$ cat config.mk
export PLATFORM = sky130hd
export DESIGN_NAME = bpc_div_cell
export DESIGN_NICKNAME = d
export VERILOG_FILES = /design/src/rtl/core/bpc_pkg.sv /design/src/rtl/core/bpc_div_cell.sv
export SDC_FILE = /design/constraint.sdc
export NUM_CORES = 1
export LEC_CHECK = 0
export BUFFER_PORTS_ARGS = -buffer_cell sky130_fd_sc_hd__buf_2
export CAP_MARGIN = 5
export CORE_AREA = 2 2 176 178
export CTS_CLUSTER_DIAMETER = 100
export CTS_CLUSTER_SIZE = 40
export DETAILED_ROUTE_END_ITERATION = 7
export DIE_AREA = 0 0 178 180
export PLACE_DENSITY = 0.62
export SLEW_MARGIN = 20
export SYNTH_ARGS = -nofsm -noshare
export SYNTH_HDL_FRONTEND = slang
export SYNTH_SLANG_ARGS = --single-unit
$ cat constraint.sdc
create_clock -name clk_i -period 1 [get_ports clk_i]
set_clock_uncertainty 0.1 [all_clocks]
set_input_delay 0.1 -clock clk_i [delete_from_list [all_inputs] [get_ports clk_i]]
set_output_delay 0.1 -clock clk_i [all_outputs]
set_load 0.1 [all_outputs]
$ cat src/rtl/core/bpc_pkg.sv
// Shared types and constants for the barometric compensation core.
// Used by every module of the core; depends on nothing.
`default_nettype none

package bpc_pkg;

  localparam int unsigned CfgIdxW = 3;
  localparam int unsigned CfgDataW = 48;
  localparam int unsigned RawW = 20;
  localparam int unsigned WordW = 64;
  localparam int unsigned DivSteps = 64;

  // Register indexes of the configuration channel
  localparam logic [CfgIdxW-1:0] CFG_T1       = 3'd0;
  localparam logic [CfgIdxW-1:0] CFG_T2       = 3'd1;
  localparam logic [CfgIdxW-1:0] CFG_T3       = 3'd2;
  localparam logic [CfgIdxW-1:0] CFG_P_FIRST  = 3'd3;
  localparam logic [CfgIdxW-1:0] CFG_P_MIDDLE = 3'd4;
  localparam logic [CfgIdxW-1:0] CFG_P_LAST   = 3'd5;

  localparam logic signed [33:0] FineOffset = 34'sd128000;
  localparam logic [20:0] PresFull = 21'h100000;
  localparam logic [63:0] PresScale = 64'd3125;

  // Unpacked calibration coefficients
  typedef struct packed {
    logic [15:0]        t1;
    logic signed [15:0] t2;
    logic signed [15:0] t3;
    logic [15:0]        p1;
    logic signed [15:0] p2;
    logic signed [15:0] p3;
    logic signed [15:0] p4;
    logic signed [15:0] p5;
    logic signed [15:0] p6;
    logic signed [15:0] p7;
    logic signed [15:0] p8;
    logic signed [15:0] p9;
  } bpc_cal_t;

  // One beat moving along the divider cells
  typedef struct packed {
    logic        valid;
    logic        neg;
    logic        fault;
    logic [31:0] temp;
    logic [63:0] rem;
    logic [63:0] num;
    logic [63:0] den;
  } bpc_div_t;

endpackage

`default_nettype wire

$ cat src/rtl/core/bpc_div_cell.sv
// One restoring-division cell: retires one quotient bit per beat.
// Depends on bpc_pkg for the beat type.
`default_nettype none

module bpc_div_cell
  import bpc_pkg::*;
(
  input  wire logic     clk_i,
  input  wire logic     rst_ni,
  input  wire bpc_div_t beat_i,
  output bpc_div_t      beat_o
);

  logic        valid_q;
  bpc_div_t    data_d;
  bpc_div_t    data_q;
  logic [63:0] shifted_s;
  logic        ge_s;

  // quotient bits fill the dividend bits as they are consumed
  always_comb begin
    shifted_s   = {beat_i.rem[62:0], beat_i.num[63]};
    ge_s        = (shifted_s >= beat_i.den);
    data_d      = beat_i;
    data_d.rem  = ge_s ? shifted_s - beat_i.den : shifted_s;
    data_d.num  = {beat_i.num[62:0], ge_s};
  end

  always_ff @(posedge clk_i or negedge rst_ni) begin
    if (!rst_ni) begin
      valid_q <= 1'b0;
    end else begin
      valid_q <= beat_i.valid;
    end
  end

  always_ff @(posedge clk_i) begin
    data_q <= data_d;
  end

  always_comb begin
    beat_o       = data_q;
    beat_o.valid = valid_q;
  end

endmodule

`default_nettype wire

==> results by group <==
Outcome
  – Status: complete, but fails checks
  – Failing checks: negative hold slack, negative setup slack

Global route
  – Pin count of the biggest net entering global routing: 45
  – Initial antenna violation count: 13
  – Global-route wire length before repair: between 60 and 70 mm
  – Total gr overflow: 0
  – Vias in the first global route: about 12000
  – GRT Util Overall: between 20% and 30%

Synth
  – Post-synth top area share: 48.4%
  – Top FF cell, synth: dfxtp_1
  – Syn Nets: between 1000 and 1500
  – Commonest cells in the netlist: dfxtp_1, nand2_1, o21ai_0
  – Synth async-reset ratio: less than 1%
  – Post-Syn Area: between 9000 and 10000 sq um
  – Syn. warnings: 0
  – Distinct cells, synth: between 60 and 70
  – Post-synthesis register bit count: about 230
  – Post-synthesis sequential area ratio: between 40% and 50%
  – Avg Inst Size Synth: 9.08 sq um
  – Most numerous cell in the Yosys netlist: dfxtp_1
  – Yosys top cell by area: dfxtp_1
  – Post-synth EDFFs: 0
  – Gate Count Post-Synth: about 1000
  – Top post-synthesis cells by area: dfxtp_1, ha_1, o21ai_0

Timing
  – Period minus WS final: between 2 and 2.5 ns
  – Slew Limit Fails: 0
  – Final period util: 244%
  – Tightest Pin Transition: 0.924 ns
  – Peak Freq: approximately 410 MHz
  – Fin worst setup slack: -1.44 ns
  – Final hold vios: 3
  – Smallest hold slack: -0.369 ns
  – Rel. slew slack: between 30 and 40%
  – Final setup fails: around 290
  – Unrepaired setup endpoints after global routing: true

Power and ir drop
  – Seq pwr share: between 30% and 40%
  – Switching share of total power: 41.8%
  – Logic pwr share: 51.1%
  – Clk pwr share: 18.2%
  – VDD IR-drop max: 1.32 mV
  – Leak: around 10 nW
  – Cell Int Power: just over 0.02 W
  – Pwr/cell area: ~1500 nW/um^2
  – Sw Pwr: ~0.015 W

Finish
  – Share of layout cells above drive strength 1: 61.5%
  – Nets: between 2000 and 2500
  – Post-route cell area: 22700 sq um
  – Area delta synth->final: 143%
  – Fillers: 1753
  – Fin cells: 2424

Floorplan
  – Initial Util: about 31%
  – Die W: 178 um
  – IO Pins: between 400 and 500
  – # rows: 64
  – Die height: roughly 180 um
  – Die Area: between 30000 and 40000 sq um
  – Core area: ~30000 sq um

Clocking
  – Clock Tree Root: clkbuf_16
  – H-tree levels: 1
  – Inserted Clock Buffers: 13
  – Reg clk slew, reported paths: around 0.12 ns
  – CTS tree: done
  – CTS max path bufs: 3
  – CTS sink cnt: between 200 and 250

Setup path
  – Critical path class: in2reg
  – Slowest stage cell on the critical path: a221o_1
  – Critical path peak fanout: 4
  – Worst EP arrival: approximately 2.8 ns
  – Worst EP required: 1.32 ns
  – Crit path cell chain: buf_2 -> inv_1 -> ha_4 -> a21oi_2 -> o21ai_0 -> a21o_1 -> a221o_1 -> a21oi_4 -> o31ai_4 -> a31o_4 -> o21ai_2 -> mux2_4 -> a311oi_2
  – CP Capture Type: flip-flop
  – Family with the most delay on the worst path: compound AO/OA/AOI/OAI gates
  – WP buf/inv: 2
  – Max stage delay on crit path: between 0.3 and 0.4 ns
  – Crit path launch type: input port

Placement
  – Routability cong.: between 0.8 and 0.9
  – Pre-CTS setup slack: -2.05 ns
  – PortBufs: approximately 450
  – Placed cells: roughly 2100
  – Hpwl dp: between 30 and 40 mm
  – Placed cell area: 18100 sq um

Detailed routing
  – Routed len/inst: ~20 um
  – DRT Pass-1 Iters: 5
  – Iter 0 DRT Violations: 664
  – Vias/cell: 4.93
  – Routed via count: 12000
  – Post-Route WL: 49.9 mm
  – Final antenna-violating net count: 0
  – Detailed-route DRC error count: 0

Min path
  – Hold/Removal Path Class: in2reg

Flow run
  – Max-cap violation count: 0
## final timing paths
check	from	to	slack [ns]	cells past startpoint
worst max-delay path	beat_i[18]	beat_o[179]	-1.44	13
max in group asynchronous	rst_ni	valid_q	0.41	3
worst min-delay path	beat_i[1]	beat_o[1]	-0.37	1
min in group asynchronous	rst_ni	valid_q	0.29	3
## logic make-up after synthesis
logic type               synth area share (%)
AO/OA/AOI/OAI                            17.9
XOR/XNOR                                 5.24
adder cells (fa/ha/maj)                  8.77
buffers and inverters                    5.05
flip-flops                               48.6
multiplexers                            0.829
AND/OR/NAND/NOR                          13.6
## sequential cells by signal, indices dropped and copies added (netlist names)
signal	flops
beat_o	226
valid_q	1
## final cells by class
type | instances | area (sq um) | share of cell area (%)
Sequential cell | 227 | 4840 | 21.3
Inverter | 78 | 348 | 1.53
Timing Repair Buffer | 1008 | 10900 | 47.7
Timing Repair inverter | 1 | 16.3 | 0.0715
Clock buffer | 14 | 339 | 1.49
Antenna cell | 9 | 22.5 | 0.0990
Tap cell | 396 | 495 | 2.18
Clock inverter | 7 | 120 | 0.528
Multi-Input combinational cell | 684 | 5710 | 25.1
## power groups by stage
stage / Combinational (W) / Sequential [W] / Clock [W]
after floorplan: 0.00298 / 0.0166 / 0
after global placement: 0.0150 / 0.0110 / 0
after detailed placement: 0.0152 / 0.0110 / 0
after CTS: 0.0166 / 0.0108 / 0.00658
after global routing: 0.0185 / 0.0109 / 0.00689
final: 0.0180 / 0.0108 / 0.00641
## cells in the final DEF (no fill, tap or decap), drive strengths merged, types with 5 or more instances in the layout
master,count
nor2,58
xor2,25
a21o,15
a31oi,7
clkbuf,22
ha,64
nand2b,8
clkinv,7
o211ai,7
nand2,115
o31ai,9
a21oi,83
nor3,14
inv,77
o21a,11
nand3,19
a211oi,5
diode,9
dfxtp,226
xnor2,31
and3,6
o21bai,14
mux2,6
nor2b,9
o21ai,108
nand4,21
buf,773
dlygate4sd3,227
## per-layer routing
| metal | share of wire [%] | global-route usage [%] | wire [um] | up-vias |
|---|---|---|---|---|
| met1 | 35 | 28.7 | 17400 | 5618 |
| met4 | 6.7 | 14.0 | 3360 | 8 |
| li1 | - | - | - | 5544 |
| met2 | 51 | 51.2 | 25500 | 574 |
| met5 | 0.11 | 0 | 57 | - |
| met3 | 7.1 | 6.94 | 3540 | 206 |
## through the flow
stage,util [%],TNS [ns],power [W],hold WS (ns)
after global placement,60.0,-122.15,0.0260,-0.224
after detailed placement,60.0,-124.40,0.0262,-0.221
after CTS,71.6,-137.56,0.0339,-0.430
final,75.3,-141.83,0.0351,-0.369
after floorplan,-,-94.75,0.0195,-0.296
after global routing,75.3,-153.84,0.0363,-0.385
## repair_timing
item,CTS,global route
hold buffers,221,6
gates resized for setup,141,155
pin swaps,58,75
setup buffers,20,27
endpoints found under the setup margin,292,292
hold endpoints to repair,227,7
gates cloned,2,12
Power figures use the tool's default switching activity.
